`src/design/acsi_pkg.sv`:
```
// Shared types, codes and constants for the CSI escape sequence parser.
`default_nettype none

package acsi_pkg;

  localparam int MAX_PARAMS_DEF  = 8;
  localparam int PARAM_WIDTH_DEF = 16;

  localparam int RESULT_CAP  = 8;
  localparam int CNT_W       = 4;
  localparam int IDX_W       = 3;
  localparam int STATUS_W    = 3;
  localparam int BYTE_W      = 8;
  localparam int VALUE_W     = 16;
  localparam int QUEUE_DEPTH = 4;

  // Result status codes
  localparam logic [STATUS_W-1:0] ST_PASS    = 3'd0;
  localparam logic [STATUS_W-1:0] ST_ESCAPE  = 3'd1;
  localparam logic [STATUS_W-1:0] ST_UNIMPL  = 3'd2;
  localparam logic [STATUS_W-1:0] ST_FINAL   = 3'd3;
  localparam logic [STATUS_W-1:0] ST_INVALID = 3'd4;

  // Character codes and class bounds
  localparam logic [BYTE_W-1:0] BYTE_ESC  = 8'h1B;
  localparam logic [BYTE_W-1:0] BYTE_CSI  = 8'h5B;
  localparam logic [BYTE_W-1:0] BYTE_SEP  = 8'h3B;
  localparam logic [BYTE_W-1:0] PARAM_LO  = 8'h30;
  localparam logic [BYTE_W-1:0] DIGIT_HI  = 8'h39;
  localparam logic [BYTE_W-1:0] PARAM_HI  = 8'h3F;
  localparam logic [BYTE_W-1:0] INTER_LO  = 8'h20;
  localparam logic [BYTE_W-1:0] INTER_HI  = 8'h2F;
  localparam logic [BYTE_W-1:0] FINAL_LO  = 8'h40;
  localparam logic [BYTE_W-1:0] FINAL_HI  = 8'h7E;

  // One classified request from the front end to the result stage
  typedef struct packed {
    logic [STATUS_W-1:0] status;
    logic [BYTE_W-1:0]   char_out;
    logic [BYTE_W-1:0]   command;
    logic [CNT_W-1:0]    count;
  } job_t;

  function automatic int idx_w(input int n);
    return (n > 1) ? $clog2(n) : 1;
  endfunction

endpackage

`default_nettype wire

```
`src/design/acsi_queue.sv`:
```
// Short request queue between the classifier and the result stage.
`default_nettype none

module acsi_queue import acsi_pkg::*; (
  input  wire logic clk_i,
  input  wire logic rst_ni,
  input  wire logic push_i,
  input  wire job_t data_i,
  input  wire logic pop_i,
  output job_t      data_o,
  output logic      empty_o,
  output logic      full_o
);

  localparam int PTR_W = $clog2(QUEUE_DEPTH);

  job_t             mem_q [QUEUE_DEPTH];
  logic [PTR_W-1:0] wr_ptr_q, wr_ptr_d;
  logic [PTR_W-1:0] rd_ptr_q, rd_ptr_d;
  logic [PTR_W:0]   cnt_q, cnt_d;

  assign empty_o = (cnt_q == '0);
  assign full_o  = (cnt_q == (PTR_W+1)'(QUEUE_DEPTH));
  assign data_o  = mem_q[rd_ptr_q];

  always_comb begin
    wr_ptr_d = wr_ptr_q;
    rd_ptr_d = rd_ptr_q;
    cnt_d    = cnt_q;
    if (push_i) begin
      wr_ptr_d = wr_ptr_q + PTR_W'(1);
    end
    if (pop_i) begin
      rd_ptr_d = rd_ptr_q + PTR_W'(1);
    end
    if (push_i && !pop_i) begin
      cnt_d = cnt_q + (PTR_W+1)'(1);
    end else if (!push_i && pop_i) begin
      cnt_d = cnt_q - (PTR_W+1)'(1);
    end
  end

  always_ff @(posedge clk_i or negedge rst_ni) begin
    if (!rst_ni) begin
      wr_ptr_q <= '0;
      rd_ptr_q <= '0;
      cnt_q    <= '0;
    end else begin
      wr_ptr_q <= wr_ptr_d;
      rd_ptr_q <= rd_ptr_d;
      cnt_q    <= cnt_d;
    end
  end

  always_ff @(posedge clk_i) begin
    if (push_i) begin
      mem_q[wr_ptr_q] <= data_i;
    end
  end

  a_no_pop_empty: assert property (@(posedge clk_i) disable iff (!rst_ni)
    pop_i |-> !empty_o)
    else $error("queue popped while empty");

  a_cnt_bound: assert property (@(posedge clk_i) disable iff (!rst_ni)
    push_i && !pop_i |=> cnt_q <= (PTR_W+1)'(QUEUE_DEPTH) && cnt_q != '0)
    else $error("queue count out of range after push");

endmodule

`default_nettype wire

```
`src/design/acsi_front.sv`:
```
// Front end: accepts bytes, tracks the parse mode and accumulates parameters.
`default_nettype none

module acsi_front import acsi_pkg::*; #(
  parameter int MAX_PARAMS  = MAX_PARAMS_DEF,
  parameter int PARAM_WIDTH = PARAM_WIDTH_DEF
) (
  input  wire logic                          clk_i,
  input  wire logic                          rst_ni,
  input  wire logic                          in_valid_i,
  output logic                               in_stall_o,
  input  wire logic [BYTE_W-1:0]             byte_in_i,
  output logic                               push_o,
  output job_t                               job_o,
  input  wire logic                          q_full_i,
  input  wire logic                          final_done_i,
  output logic                               st_clear_o,
  output logic                               st_we_o,
  output logic [idx_w(MAX_PARAMS)-1:0]       st_addr_o,
  output logic [PARAM_WIDTH-1:0]             st_data_o
);

  localparam int SW       = $clog2(MAX_PARAMS + 1);
  localparam int IW       = idx_w(MAX_PARAMS);
  localparam int USED_CAP = (MAX_PARAMS < RESULT_CAP) ? MAX_PARAMS : RESULT_CAP;

  localparam logic [1:0] MODE_IDLE  = 2'd0;
  localparam logic [1:0] MODE_ESC   = 2'd1;
  localparam logic [1:0] MODE_PARAM = 2'd2;
  localparam logic [1:0] MODE_INTER = 2'd3;

  logic [1:0]             mode_q, mode_d;
  logic [SW-1:0]          slot_q, slot_d;
  logic [PARAM_WIDTH-1:0] acc_q, acc_d;
  logic                   pend_q, pend_d;

  logic                   accept;
  logic                   slot_ok;
  logic                   in_param, is_digit, is_inter, is_final;
  logic [PARAM_WIDTH+3:0] prod;
  logic [PARAM_WIDTH-1:0] acc_sat;
  logic [CNT_W-1:0]       used;

  // Hold input while the queue is full or a finished sequence is still being read out of the store
  assign in_stall_o = q_full_i || (mode_q == MODE_IDLE && pend_q);
  assign accept     = in_valid_i && !in_stall_o;
  assign slot_ok    = slot_q < SW'(MAX_PARAMS);

  assign in_param = byte_in_i >= PARAM_LO && byte_in_i <= PARAM_HI;
  assign is_digit = byte_in_i >= PARAM_LO && byte_in_i <= DIGIT_HI;
  assign is_inter = byte_in_i >= INTER_LO && byte_in_i <= INTER_HI;
  assign is_final = byte_in_i >= FINAL_LO && byte_in_i <= FINAL_HI;

  // acc * 10 + digit, saturating
  assign prod    = {1'b0, acc_q, 3'b000} + {3'b000, acc_q, 1'b0}
                 + (PARAM_WIDTH+4)'(byte_in_i[3:0]);
  assign acc_sat = (|prod[PARAM_WIDTH+3:PARAM_WIDTH]) ? '1 : prod[PARAM_WIDTH-1:0];

  assign used = (slot_q >= SW'(USED_CAP)) ? CNT_W'(USED_CAP)
                                          : CNT_W'(slot_q) + CNT_W'(1);

  assign st_addr_o = slot_q[IW-1:0];
  assign st_data_o = acc_q;

  always_comb begin
    mode_d         = mode_q;
    slot_d         = slot_q;
    acc_d          = acc_q;
    pend_d         = pend_q;
    push_o         = 1'b0;
    st_clear_o     = 1'b0;
    st_we_o        = 1'b0;
    job_o.status   = ST_ESCAPE;
    job_o.char_out = '0;
    job_o.command  = '0;
    job_o.count    = CNT_W'(1);

    if (final_done_i) begin
      pend_d = 1'b0;
    end

    if (accept) begin
      push_o = 1'b1;
      unique case (mode_q) inside
        MODE_IDLE: begin
          if (byte_in_i == BYTE_ESC) begin
            mode_d     = MODE_ESC;
            slot_d     = '0;
            acc_d      = '0;
            st_clear_o = 1'b1;
          end else begin
            job_o.status   = ST_PASS;
            job_o.char_out = byte_in_i;
          end
        end
        MODE_ESC: begin
          if (byte_in_i == BYTE_CSI) begin
            mode_d = MODE_PARAM;
          end else begin
            job_o.status = ST_UNIMPL;
          end
        end
        MODE_PARAM, MODE_INTER: begin
          if (mode_q == MODE_PARAM && in_param) begin
            if (is_digit && slot_ok) begin
              acc_d = acc_sat;
            end else if (byte_in_i == BYTE_SEP && slot_ok) begin
              // commit the current slot and advance
              st_we_o = 1'b1;
              slot_d  = slot_q + SW'(1);
              acc_d   = '0;
            end
          end else begin
            mode_d = MODE_INTER;
            if (is_inter) begin
              job_o.status = ST_ESCAPE;
            end else if (is_final) begin
              mode_d        = MODE_IDLE;
              st_we_o       = slot_ok;
              pend_d        = 1'b1;
              job_o.status  = ST_FINAL;
              job_o.command = byte_in_i;
              job_o.count   = used;
            end else begin
              job_o.status = ST_INVALID;
            end
          end
        end
        default: begin
          mode_d = MODE_IDLE;
        end
      endcase
    end
  end

  always_ff @(posedge clk_i or negedge rst_ni) begin
    if (!rst_ni) begin
      mode_q <= MODE_IDLE;
      slot_q <= '0;
      acc_q  <= '0;
      pend_q <= 1'b0;
    end else begin
      mode_q <= mode_d;
      slot_q <= slot_d;
      acc_q  <= acc_d;
      pend_q <= pend_d;
    end
  end

  a_store_quiet: assert property (@(posedge clk_i) disable iff (!rst_ni)
    (st_clear_o || st_we_o) |-> !pend_q)
    else $error("parameter store changed while a burst is pending");

  a_no_push_full: assert property (@(posedge clk_i) disable iff (!rst_ni)
    push_o |-> !q_full_i)
    else $error("request pushed into a full queue");

endmodule

`default_nettype wire

```
`src/design/acsi_back.sv`:
```
// Result stage: parameter store and output register, expands final requests.
`default_nettype none

module acsi_back import acsi_pkg::*; #(
  parameter int MAX_PARAMS  = MAX_PARAMS_DEF,
  parameter int PARAM_WIDTH = PARAM_WIDTH_DEF
) (
  input  wire logic                          clk_i,
  input  wire logic                          rst_ni,
  input  wire job_t                          head_i,
  input  wire logic                          head_valid_i,
  output logic                               pop_o,
  output logic                               final_done_o,
  input  wire logic                          st_clear_i,
  input  wire logic                          st_we_i,
  input  wire logic [idx_w(MAX_PARAMS)-1:0]  st_addr_i,
  input  wire logic [PARAM_WIDTH-1:0]        st_data_i,
  output logic                               out_valid_o,
  input  wire logic                          out_stall_i,
  output logic [STATUS_W-1:0]                status_o,
  output logic [BYTE_W-1:0]                  char_out_o,
  output logic [BYTE_W-1:0]                  command_o,
  output logic [IDX_W-1:0]                   param_index_o,
  output logic [VALUE_W-1:0]                 param_value_o,
  output logic                               last_o
);

  localparam int IW = idx_w(MAX_PARAMS);

  logic [PARAM_WIDTH-1:0] store_q [MAX_PARAMS];
  logic [MAX_PARAMS-1:0]  vld_q;

  logic [IDX_W-1:0]       idx_q;
  logic                   out_valid_q;
  logic [STATUS_W-1:0]    status_q;
  logic [BYTE_W-1:0]      char_q;
  logic [BYTE_W-1:0]      cmd_q;
  logic [IDX_W-1:0]       pidx_q;
  logic [VALUE_W-1:0]     pval_q;
  logic                   last_q;

  logic                   ld;
  logic                   emit;
  logic                   is_final;
  logic                   is_last_part;
  logic [IW-1:0]          rd_addr;
  logic [PARAM_WIDTH-1:0] rd_val;

  assign ld           = !out_valid_q || !out_stall_i;
  assign emit         = head_valid_i && ld;
  assign is_final     = head_i.status == ST_FINAL;
  assign is_last_part = ({1'b0, idx_q} + CNT_W'(1)) == head_i.count;
  assign pop_o        = emit && (!is_final || is_last_part);
  assign final_done_o = emit && is_final && is_last_part;

  assign rd_addr = IW'(idx_q);
  assign rd_val  = vld_q[rd_addr] ? store_q[rd_addr] : '0;

  always_ff @(posedge clk_i) begin
    if (st_we_i) begin
      store_q[st_addr_i] <= st_data_i;
    end
  end

  always_ff @(posedge clk_i or negedge rst_ni) begin
    if (!rst_ni) begin
      vld_q       <= '0;
      idx_q       <= '0;
      out_valid_q <= 1'b0;
    end else begin
      if (st_clear_i) begin
        vld_q <= '0;
      end else if (st_we_i) begin
        vld_q[st_addr_i] <= 1'b1;
      end
      if (ld) begin
        out_valid_q <= head_valid_i;
      end
      // advance through the slots of a final request
      if (emit && is_final) begin
        idx_q <= is_last_part ? '0 : idx_q + IDX_W'(1);
      end
    end
  end

  always_ff @(posedge clk_i) begin
    if (emit) begin
      status_q <= head_i.status;
      char_q   <= head_i.char_out;
      cmd_q    <= head_i.command;
      pidx_q   <= is_final ? idx_q : '0;
      pval_q   <= is_final ? VALUE_W'(rd_val) : '0;
      last_q   <= !is_final || is_last_part;
    end
  end

  assign out_valid_o   = out_valid_q;
  assign status_o      = status_q;
  assign char_out_o    = char_q;
  assign command_o     = cmd_q;
  assign param_index_o = pidx_q;
  assign param_value_o = pval_q;
  assign last_o        = last_q;

  a_idx_in_burst: assert property (@(posedge clk_i) disable iff (!rst_ni)
    head_valid_i && is_final |-> {1'b0, idx_q} < head_i.count)
    else $error("burst index beyond parameter count");

  a_single_last: assert property (@(posedge clk_i) disable iff (!rst_ni)
    out_valid_q && status_q != ST_FINAL |-> last_q)
    else $error("single result without last flag");

endmodule

`default_nettype wire

```
`src/design/ansi_csi_escape_parser.sv`:
```
// Top level: CSI escape sequence parser with classifier, queue and result stage.
// A result is registered in the queue and then in the output register.
// Throughput: one byte per cycle while the queue has room; a final byte yields 1..8
//   results, one per cycle unless stalled; later bytes wait until all are read out.
// Reset (async, active low) sets idle mode, slot zero, empties the queue and
//   the output register and marks every parameter slot as zero.
`default_nettype none

module ansi_csi_escape_parser import acsi_pkg::*; #(
  parameter int MAX_PARAMS  = MAX_PARAMS_DEF,
  parameter int PARAM_WIDTH = PARAM_WIDTH_DEF
) (
  input  wire logic                 clk_i,
  input  wire logic                 rst_ni,
  input  wire logic                 in_valid_i,
  output logic                      in_stall_o,
  input  wire logic [BYTE_W-1:0]    byte_in_i,
  output logic                      out_valid_o,
  input  wire logic                 out_stall_i,
  output logic [STATUS_W-1:0]       status_o,
  output logic [BYTE_W-1:0]         char_out_o,
  output logic [BYTE_W-1:0]         command_o,
  output logic [IDX_W-1:0]          param_index_o,
  output logic [VALUE_W-1:0]        param_value_o,
  output logic                      last_o
);

  localparam int IW = idx_w(MAX_PARAMS);

  logic                   push;
  job_t                   job_in;
  job_t                   job_head;
  logic                   q_empty;
  logic                   q_full;
  logic                   pop;
  logic                   final_done;
  logic                   st_clear;
  logic                   st_we;
  logic [IW-1:0]          st_addr;
  logic [PARAM_WIDTH-1:0] st_data;

  acsi_front #(
    .MAX_PARAMS  (MAX_PARAMS),
    .PARAM_WIDTH (PARAM_WIDTH)
  ) u_front (
    .clk_i        (clk_i),
    .rst_ni       (rst_ni),
    .in_valid_i   (in_valid_i),
    .in_stall_o   (in_stall_o),
    .byte_in_i    (byte_in_i),
    .push_o       (push),
    .job_o        (job_in),
    .q_full_i     (q_full),
    .final_done_i (final_done),
    .st_clear_o   (st_clear),
    .st_we_o      (st_we),
    .st_addr_o    (st_addr),
    .st_data_o    (st_data)
  );

  acsi_queue u_queue (
    .clk_i   (clk_i),
    .rst_ni  (rst_ni),
    .push_i  (push),
    .data_i  (job_in),
    .pop_i   (pop),
    .data_o  (job_head),
    .empty_o (q_empty),
    .full_o  (q_full)
  );

  acsi_back #(
    .MAX_PARAMS  (MAX_PARAMS),
    .PARAM_WIDTH (PARAM_WIDTH)
  ) u_back (
    .clk_i         (clk_i),
    .rst_ni        (rst_ni),
    .head_i        (job_head),
    .head_valid_i  (!q_empty),
    .pop_o         (pop),
    .final_done_o  (final_done),
    .st_clear_i    (st_clear),
    .st_we_i       (st_we),
    .st_addr_i     (st_addr),
    .st_data_i     (st_data),
    .out_valid_o   (out_valid_o),
    .out_stall_i   (out_stall_i),
    .status_o      (status_o),
    .char_out_o    (char_out_o),
    .command_o     (command_o),
    .param_index_o (param_index_o),
    .param_value_o (param_value_o),
    .last_o        (last_o)
  );

endmodule

`default_nettype wire

```
`config.mk`:
```
export PLATFORM = sky130hd
export DESIGN_NAME = ansi_csi_escape_parser
export DESIGN_NICKNAME = d
export VERILOG_FILES = /design/src/design/acsi_pkg.sv /design/src/design/acsi_queue.sv /design/src/design/acsi_front.sv /design/src/design/acsi_back.sv /design/src/design/ansi_csi_escape_parser.sv
export SDC_FILE = /design/constraint.sdc
export NUM_CORES = 1
export LEC_CHECK = 0
export ABC_CLOCK_PERIOD_IN_PS = 5700
export CAP_MARGIN = 20
export CORE_MARGIN = 4
export CORE_UTILIZATION = 55
export DETAILED_ROUTE_END_ITERATION = 12
export DONT_BUFFER_PORTS = 1
export PLACE_DENSITY = 0.72
export SYNTH_ARGS = -nofsm -noshare
export SYNTH_HDL_FRONTEND = slang
export SYNTH_SLANG_ARGS = --single-unit
```
`constraint.sdc`:
```
create_clock -name clk_i -period 5.7 [get_ports clk_i]
set_clock_uncertainty 0.15 [all_clocks]
set_input_delay 0.285 -clock clk_i [delete_from_list [all_inputs] [get_ports clk_i]]
set_output_delay 0.285 -clock clk_i [all_outputs]
set_load 0.05 [all_outputs]
```
==> results of run 1 <==
[power by group]
group	leakage, nW	switching, mW	total (mW)	internal, mW
logic	1.66	0.850	1.57	0.717
registers	2.96	0.648	3.52	2.87
clock network	0.460	0.752	1.86	1.11
total	5.09	2.25	6.95	4.70
[worst reg2reg max path, cell delays in order, from the launching register on]
cell,delay [ps]
dfrtp_1,580
fa_1,520
ha_1,340
a211oi_2,180
o21ai_1,140
o21a_1,250
a2111oi_1,580
o211ai_1,230
a2111oi_4,830
a21oi_1,180
[area by class of cell]
cell class                      count  area, um^2  area share, %
Multi-Input combinational cell    393        3660           25.8
Tap cell                          285         357           2.52
Sequential cell                   301        8830           62.3
Clock inverter                      6        83.8          0.592
Inverter                           16        60.1          0.424
Timing Repair Buffer               32         323           2.28
Clock buffer                       48         857           6.05
[stage by stage]
step                util (%)  cells  setup WS (ps)
finish                  62.6   1081           1580
global route            62.6   1081           1230
CTS                     62.4   1079           1590
detailed placement      57.7   1014           1610
global placement        57.5   1010           1610
floorplan                  -    737           1360
[layer usage]
metal	share of wire (%)	global-route usage, %	vias up
met4	1.9	4.65	0
met3	6.3	2.72	47
met2	48	30.1	262
met5	0	0	-
li1	-	-	2955
met1	44	29.2	3415
[final timing paths]
| kind | startpoint | to |
|---|---|---|
| worst max-delay path | u_front.st_data_o[0] | u_front.st_data_o[0] |
| worst min-delay path | byte_in_i[5] | u_queue.mem_q[1][22] |
| worst max register to register | u_front.st_data_o[0] | u_front.st_data_o[0] |
| worst min register to register | u_back.vld_q[6] | u_back.vld_q[6] |
| max in group asynchronous | rst_ni | u_back.idx_q[0] |
| min in group asynchronous | rst_ni | u_front.st_data_o[15] |
[flip-flops by register name, summed over array words and instances, names as in the netlist, 4 cells and up]
signal	flops
u_back.store_q	128
u_queue.mem_q	92
u_back.vld_q	8
u_back.char_out_o	8
u_back.param_value_o	16
u_front.st_data_o	16
u_front.slot_q	4
u_back.command_o	8
[placed cells by master, fill, tap and decap left out, types with 21 or more instances in the layout]
cell type / Yosys / layout
a21oi_1: 46 / 45
clkbuf_16: 0 / 29
dfrtp_1: 42 / 41
edfxtp_1: 259 / 259
ha_1: 38 / 38
mux4_2: 57 / 57
nand2_1: 30 / 30
nor2_1: 35 / 35
o21ai_0: 21 / 21
[cell families (layout without fill, tap and decap cells)]
family | after synthesis | count (layout) | synth area share (%)
DFF | 301 | 301 | 70.0
and+or+nand+nor | 133 | 133 | 5.18
AOI/OAI and AO/OA | 115 | 115 | 5.83
muxes | 76 | 76 | 11.7
buffers and inverters | 43 | 102 | 1.39
adders and majority gates | 41 | 41 | 4.24
xor gates and xnor gates | 24 | 24 | 1.67
other | 1 | 4 | 0.0297
[what timing repair did]
item,4_1_cts,5_1_grt
hold buffers,11,0
setup buffers,0,0
endpoints found under the hold margin,101,0
==> results.md, run 1 <==
- Initial antenna violation count: 0
- Final Net Count: 826
- Post-layout instance area: 14200 um^2
- Worst Path Arrival: 4340 ps
- Cts repair resizes: 0
- DRT iter0 DRCs: 752
- # Max-Cap Violations: 0
- Post-DR vias/cell: 6.18
- Die height: 159 um
- Aggregate negative setup slack: 0 ps
- Cts bufs inserted: 29
- Worst hold path class: in2reg
- Count leader, synth: edfxtp_1
- Crit path cell chain: fa_1 > ha_1 > a211oi_2 > o21ai_1 > o21a_1 > a2111oi_1 > o211ai_1 > a2111oi_4 > a21oi_1
- Die area: 25400 um^2
- DR WL/cell: 22.3 um
- Grt ovf: 0
- Final hold violations: 0
- Worst slew pin tran: 896 ps
- Final Power: 6.95 mW
- Antenna-violating nets left: 0
- Detailed Route WL: 24.1 mm
- PD cells: 491 nW/um^2
- Reg2Reg Depth: 9
- Initial Utilization: 55.7%
- Synth unique cells: 50
- Synth Register Bits: 301
- Worst relative slew slack: 40.1%
- Crit-path max cell delay: 830 ps
- Sequential cell area fraction in the yosys report: 70.0%
- Vias in the first global route: 6862
- Diode count: 0
- Final Critical Period: 4120 ps
- DRC: 0
- Pin count of the biggest net entering global routing: 44
- Worst setup SP type: register
- Leak pwr: 5.09 nW
- Reg2reg setup slack: 1580 ps
- IO Pins: 53
- Share of layout cells above drive strength 1: 17.5%
- Most frequent cells after synthesis: edfxtp_1 (259), mux4_2 (57), a21oi_1 (46)
- VDD IR max: 0.000299 V
- Syn Inst Count: 734
- Drt pass-1 iters: 6
- Num rows: 55
- Core area: 22600 um^2
- H-Tree Depth: 1
- Synth Flop Type: edfxtp_1
- Status: complete, no violations
- Synth area leaders: edfxtp_1 (62%), mux4_2 (10%), dfrtp_1 (8.3%)
- Worst-Skew Late Latency: 530 ps
- Area Growth Syn to Fin: 12.2%
- Post-DP Area: 13100 um^2
- Crit share post-route: 72.2%
- F_max: 243 MHz
- Die Width: 159 um
- Clock Tree Root: clkbuf_16
- Post-Syn Area: 12600 um^2
- Crit path max fanout: 16
- Crit-path leading delay family: compound AO/OA/AOI/OAI gates
- # setup viols final: 0
- First-pass GRT wire length: 38.9 mm
- Sink Count: 301
- Hold path depth: 2
- EDFF count, synth: 259
- Min Hold Slack: 56.9 ps
- Setup Crit Path Kind: reg2reg
- CP Depth: 9
- CTS tree: built
- CP bufs+invs: 0
- Number of synthesis warnings: 0
- Clock transition at the registers of the reported paths: 60 ps
- Pins Over Slew Limit: 0
- Yosys top cell area share: 61.6%
- DR vias: 6679
- GP Congestion: 0.846
- Cell taking the most area after synthesis: edfxtp_1
- WP data required: 5920 ps
- # fillers: 1489
- IO buf count: 0
- Synth async-reset ratio: 14.0%
- Mean Syn Cell Area: 17.2 um^2
- CP max-delay cell: a2111oi_4
- Longest Clk Path Bufs: 3
- Critical Path End Type: register
- GRT Overall Usage: 19.2%
- DP HPWL: 15.6 mm
- RSZ-0062 raised after global routing: no
Note: power is estimated with default switching activity, not from simulation.
==> run 2: changes to the inputs <==
--- a/config.mk
+++ b/config.mk
@@ -5,13 +5,14 @@
 export SDC_FILE = /design/constraint.sdc
 export NUM_CORES = 1
 export LEC_CHECK = 0
-export ABC_CLOCK_PERIOD_IN_PS = 5700
+export ABC_AREA = 1
+export ABC_CLOCK_PERIOD_IN_PS = 3400
 export CAP_MARGIN = 20
 export CORE_MARGIN = 4
 export CORE_UTILIZATION = 55
 export DETAILED_ROUTE_END_ITERATION = 12
 export DONT_BUFFER_PORTS = 1
-export PLACE_DENSITY = 0.72
+export PLACE_DENSITY = 0.75
 export SYNTH_ARGS = -nofsm -noshare
 export SYNTH_HDL_FRONTEND = slang
 export SYNTH_SLANG_ARGS = --single-unit
==> constraint.sdc (replaced) <==
create_clock -name clk_i -period 3.4 [get_ports clk_i]
set_clock_uncertainty 0.15 [all_clocks]
set_input_delay 0.17 -clock clk_i [delete_from_list [all_inputs] [get_ports clk_i]]
set_output_delay 0.17 -clock clk_i [all_outputs]
set_load 0.05 [all_outputs]
==> run 2 against run 1 <==
- sequential share of layout area shrank 3.0 points
- critical path type unchanged
- area after synthesis grew 6.2%
- wire length grew 13%
- largest cell class unchanged
- count of clock-buffer cells in the layout shrank 10
- final cell count grew 45%
- power grew 73%
- global-route usage grew 1.4 points
- first-iteration DRC count grew 7.6%
- non-clock buffer count grew 9
- worst setup slack lost 1200 ps
- combinational power grew 92%
==> results.md, run 2 <==
- Status: complete, no violations
- Detailed Route WL: 27.2 mm
- VDD IR max: 0.000555 V
- Core area: 23800 um^2
- Final Power: 12.0 mW
- Pins Over Slew Limit: 0
- H-Tree Depth: 1
- Final core occ: 62.6%
- Most frequent cells in the layout: edfxtp_1 (259), nand2_1 (224), nor2_1 (142)
- Clock transition at the registers of the reported paths: 60 ps
- Final Net Count: 1284
- Post-DR vias/cell: 5.62
- Worst-Skew Late Latency: 550 ps
- Critical path launch point: u_front.st_data_o[0]
- Synth async-reset ratio: 14.0%
- Final Critical Period: 3030 ps
- Sink Count: 301
- Largest family of logic cells by synthesized area: simple AND/OR/NAND/NOR gates
- DRT iter0 DRCs: 809
- Clock Tree Root: clkbuf_16
- Mux share of post-synthesis cell area: 0.0840%
- DR vias: 8834
- EDFF count, synth: 259
- F_max: 330 MHz
- Adder-cell area share of the yosys netlist: 3.99%
- Sw Ratio: 37.8%
- Most frequent cells after synthesis: edfxtp_1 (259), nand2_1 (224), nor2_1 (146)
- Yosys top cell area share: 58.0%
- Cell internal pwr: 7.47 mW
- Worst setup SP type: register
- Flop pwr share: 49.2%
- Top reg by flops: u_back.store_q
- Logic pwr share: 25.2%
- Worst Path Arrival: 3310 ps
- DR WL/cell: 17.3 um
- Initial Utilization: 56.4%
- Synth Area in Compound Gates: 9.27%
- CP Capture Point: u_front.st_data_o[1]
- Synth Area in XOR/XNOR: 1.18%
- Clock network power share: 25.6%
- Leak pwr: 5.81 nW
- Synth area leaders: edfxtp_1 (58%), dfrtp_1 (7.8%), nand2_1 (6.3%)
- Die Width: 164 um
- Worst hold path class: in2async
- RSZ-0062 raised after global routing: no
- Commonest non-fill, non-tap cell in the layout: edfxtp_1
- IO buf count: 0
- Post-DP Area: 13800 um^2
- Post-Syn Area: 13400 um^2
- GP Congestion: 0.875
- IO Pins: 53
- Simple-Gate Fraction of Synth Area: 15.2%
- CTS tree: built
- Initial antenna violation count: 0
- Longest Clk Path Bufs: 3
- Diode count: 0
- Reg2reg setup slack: 370 ps
- Syn Inst Count: 1204
- Pin count of the biggest net entering global routing: 71
- PD cells: 806 nW/um^2
- GRT Overall Usage: 20.6%
- DP HPWL: 16.7 mm
- Critical Path End Type: register
- Worst relative slew slack: 54.4%
- Synth unique cells: 42
- Number of synthesis warnings: 0
- Grt ovf: 0
- Antenna-violating nets left: 0
- Synth Register Bits: 301
- Cts bufs inserted: 29
- First-pass GRT wire length: 44.0 mm
- # Max-Cap Violations: 0
- Reg2reg start: u_front.st_data_o[0]
- Die height: 164 um
- Cell taking the most area after synthesis: edfxtp_1
- Drt pass-1 iters: 5
- Final hold violations: 0
- # setup viols final: 0
- Sw Pwr: 4.53 mW
- R2r endpoint: u_front.st_data_o[1]
- Num rows: 56
- Count leader, synth: edfxtp_1
- Post-layout instance area: 14900 um^2
- Synth Flop Type: edfxtp_1
- Cts repair resizes: 0
- WP data required: 3680 ps
- Reg2Reg Depth: 16
- Vias in the first global route: 8370
- Min Hold Slack: 19.9 ps
- Die area: 26900 um^2
- Mean Syn Cell Area: 11.1 um^2
- Worst slew pin tran: 683 ps
- Aggregate negative setup slack: 0 ps
- Number of flip-flops in the largest register: 128
- Setup Crit Path Kind: reg2reg
- Biggest regs: u_back.store_q: 128 flops, u_queue.mem_q: 92 flops
- Share of layout cells above drive strength 1: 9.02%
- Crit share post-route: 89.1%
- DRC: 0
- Area Growth Syn to Fin: 11.0%
- Crit path max fanout: 16
- Sequential cell area fraction in the yosys report: 65.8%
==> run 2: cell count changes after synthesis, moves of 8 or more <==
cell / previous run / this run
o22ai_1: 1 / 50
nand2b_1: 14 / 0
o21ai_0: 21 / 125
nand3_1: 8 / 54
mux4_2: 57 / 0
nor2_1: 35 / 146
nand2_1: 30 / 224
and2_1: 16 / 1
clkbuf_1: 19 / 28
mux2i_1: 16 / 0
inv_1: 16 / 87
o21a_1: 11 / 3
and3_1: 10 / 1
==> run 2: kinds of logic after synthesis <==
group / Yosys count
simple gates: 472
xor+xnor: 18
flops: 301
other cells: 1
mux: 1
fa+ha+maj: 41
buf+inv: 142
compound gates: 228
==> run 2: stage by stage <==
| stage | std cells | setup slack (ps) |
|---|---|---|
| after floorplan | 1207 | 384 |
| after global placement | 1505 | 503 |
| after detailed placement | 1505 | 383 |
| after CTS | 1572 | 370 |
| after global routing | 1572 | 86.6 |
| final | 1572 | 370 |
==> run 2: power by group through the flow <==
stage          Combinational (mW)  Sequential, mW  Clock (mW)
5_1_grt                      3.39            5.97        3.29
4_1_cts                      3.03            5.91        3.11
3_5_place_dp                 2.98            5.97           0
6_report                     3.02            5.91        3.07
2_1_floorplan                2.30            5.84           0
3_3_place_gp                 2.91            5.97           0
==> run 2: worst min-delay path by stage <==
stage                     startpoint                     to  slack [ps]
after floorplan               rst_ni        u_back.idx_q[0]        -280
after global placement        rst_ni  u_front.st_data_o[11]        -270
after detailed placement      rst_ni  u_front.st_data_o[14]        -270
final                         rst_ni   u_front.st_data_o[6]          20
after global routing          rst_ni        u_back.vld_q[4]          30
after CTS                     rst_ni        u_back.idx_q[2]           9
==> run 2: repair_timing <==
action,4_1_cts,5_1_grt
hold endpoints to repair,130,0
hold buffers,14,0
setup buffers,0,0
==> run 2: per-layer routing <==
layer / share of wire (%) / track usage, % / up-vias
li1: - / - / 4251
met1: 44 / 29.7 / 4247
met2: 47 / 33.2 / 299
met3: 7.7 / 3.86 / 37
met4: 1.7 / 4.46 / 0
met5: 0 / 0 / -
==> run 2: worst max-delay path, cell delays in order, from the launching register on <==
cell,delay (ps)
dfrtp_1,510
fa_1,600
inv_1,70
fa_1,460
inv_1,70
nand2_1,40
nand2_1,100
nand3_1,90
nand2_2,90
nand2_1,80
nand3_1,90
nand2_1,60
nor2_2,90
buf_4,190
nand3_1,90
nand2_1,70
nand2_1,50
==> run 2: cell type report <==
class | instances | area [um^2]
Clock inverter | 15 | 149
Tap cell | 319 | 399
Inverter | 94 | 353
Timing Repair Buffer | 41 | 360
Multi-Input combinational cell | 764 | 4010
Fill cell | 1791 | 8870
Clock buffer | 38 | 779
Sequential cell | 301 | 8830
==> run 3: changes to the inputs <==
--- a/config.mk
+++ b/config.mk
@@ -13,6 +13,7 @@
 export DETAILED_ROUTE_END_ITERATION = 12
 export DONT_BUFFER_PORTS = 1
 export PLACE_DENSITY = 0.75
+export SETUP_SLACK_MARGIN = 0.5
 export SYNTH_ARGS = -nofsm -noshare
 export SYNTH_HDL_FRONTEND = slang
 export SYNTH_SLANG_ARGS = --single-unit
==> run 3 against run 2 <==
- hold slack better by 41 ps
- clock power increased by 1%
- final cell count rose by 1.0%
- sequential power about the same
- count of clock-buffer cells in the layout shrank 2
- power grew 1.9%
- global-route usage is 0.76 points higher
- flip-flop and latch count unchanged
- first-iteration DRC count rose by 14%
- largest cell class unchanged
==> results.md, run 3 (synthesis gave the netlist of run 2 again) <==
- Status: complete, no violations
- CP dominant cell by count: nand2_1
- Worst slew pin tran: 653 ps
- Worst Path Arrival: 3070 ps
- DRC: 0
- Final Critical Period: 2790 ps
- CTS tree: built
- Reg2Reg Depth: 16
- Initial Utilization: 56.4%
- Pins Over Slew Limit: 0
- Final Net Count: 1299
- Crit-path leading delay family: adder cells
- Final hold violations: 0
- Area of the multi-input gates: 4080 um^2
- IO buf count: 0
- Die area: 26900 um^2
- Number of flip-flops in the largest register: 128
- Critical path launch point: u_front.st_data_o[0]
- FF/Latch Area: 8850 um^2
- Grt ovf: 0
- Clock Tree Root: clkbuf_16
- DP HPWL: 17.4 mm
- Area Growth Syn to Fin: 13.0%
- Top reg by flops: u_back.store_q
- Min Hold Slack: 61.1 ps
- Antenna-violating nets left: 0
- Crit path cell chain: fa_1 > inv_1 > fa_2 > inv_1 > nand2_1 > nand2_2 > nand3_2 > nand2_2 > nand2_1 > nand3_1 > nand2_1 > nor2_2 > buf_6 > nand3_1 > nand2_1 > nand2_1
- Worst-Skew Late Latency: 560 ps
- Worst relative slew slack: 56.5%
- # Max-Cap Violations: 0
- Final core occ: 63.8%
- Die height: 164 um
- Critical Path End Type: register
- Num rows: 56
- Initial antenna violation count: 0
- # setup viols final: 0
- Sink Count: 301
- Reg2reg start: u_front.st_data_o[0]
- Setup Crit Path Kind: reg2reg
- Reg2reg setup slack: 610 ps
- Commonest non-fill, non-tap cell in the layout: edfxtp_1
- CP Depth: 16
- IO Pins: 53
- Crit share post-route: 81.9%
- DR WL/cell: 18.1 um
- Vias in the first global route: 8569
- First-pass GRT wire length: 45.5 mm
- Die Width: 164 um
- R2r endpoint: u_front.st_data_o[1]
- Post-DR vias/cell: 5.68
- PD cells: 807 nW/um^2
- Hold endpoint: u_back.vld_q[6]
- Hold path depth: 5
- Drt pass-1 iters: 5
- Cts bufs inserted: 29
- Biggest regs: u_back.store_q: 128 flops, u_queue.mem_q: 92 flops
- Longest Clk Path Bufs: 3
- H-Tree Depth: 1
- Worst min-delay path startpoint: byte_in_i[1]
- VDD IR max: 0.000584 V
- Share of layout cells above drive strength 1: 12.6%
- GP Congestion: 0.916
- Most frequent cells in the layout: edfxtp_1 (259), nand2_1 (220), nor2_1 (142)
- Core area: 23800 um^2
- CP max-delay cell: fa_1
- Clock transition at the registers of the reported paths: 70 ps
- Post-DP Area: 13800 um^2
- F_max: 359 MHz
- Aggregate negative setup slack: 0 ps
- CP bufs+invs: 3
- DR vias: 9020
- RSZ-0062 raised after global routing: yes
- Crit-path max cell delay: 580 ps
- Detailed Route WL: 28.8 mm
- WP data required: 3680 ps
- Worst setup SP type: register
- GRT Overall Usage: 21.4%
- Pin count of the biggest net entering global routing: 70
- Post-layout instance area: 15200 um^2
- Crit path max fanout: 8
- Worst hold path class: in2reg
- Diode count: 0
- Leak pwr: 5.89 nW
- # fillers: 1754
- DRT iter0 DRCs: 922
-- run 3: worst max-delay path by stage --
stage / to
3_5_place_dp: u_front.st_data_o[15]
5_1_grt: u_queue.cnt_q[1]
3_3_place_gp: u_front.st_data_o[13]
6_report: u_front.st_data_o[1]
2_1_floorplan: u_front.st_data_o[10]
4_1_cts: u_front.st_data_o[1]
-- run 3: what timing repair did --
action                                 4_1_cts  5_1_grt
endpoints found under the hold margin      133        0
setup buffers                                2        9
hold buffers                                16        0
setup endpoints to repair                   16       18
pin swaps                                    0       10
gates cloned                                 0        2
gates resized for setup                      2       46
-- run 3: power by group --
part / internal, mW / total [mW] / switching [mW]
registers: 4.81 / 5.92 / 1.11
logic: 0.990 / 3.20 / 2.21
clock network: 1.79 / 3.11 / 1.32
-- run 3: cell type report --
class                           instances  share of cell area (%)
Inverter                               94                    2.37
Timing Repair Buffer                   56                    3.52
Clock buffer                           36                    5.16
Sequential cell                       301                    58.4
Multi-Input combinational cell        764                    26.9
Tap cell                              319                    2.63
Clock inverter                         18                    1.02
-- run 3: worst reg2reg max path, delay by kind of cell (launching register included) --
| family | cells | cell delay (ps) |
|---|---|---|
| adders and majority gates | 2 | 920 |
| and+or+nand+nor | 11 | 870 |
| DFF | 1 | 440 |
| buffers and inverters | 3 | 280 |
-- run 3: per-stage QoR --
stage / total power [mW] / worst slack [ps] / instances
CTS: 12.1 / 511 / 1577
detailed placement: 8.99 / 414 / 1505
finish: 12.2 / 614 / 1588
global route: 12.9 / 409 / 1588
floorplan: 8.16 / 575 / 1207
global placement: 8.89 / 501 / 1505
-- run 3: routing by layer --
layer / vias up / share of wire, % / track usage [%]
li1: 4289 / - / -
met1: 4361 / 43 / 30.5
met2: 326 / 48 / 34.9
met3: 44 / 6.8 / 2.96
met4: 0 / 2.1 / 5.91
met5: - / 0 / 0
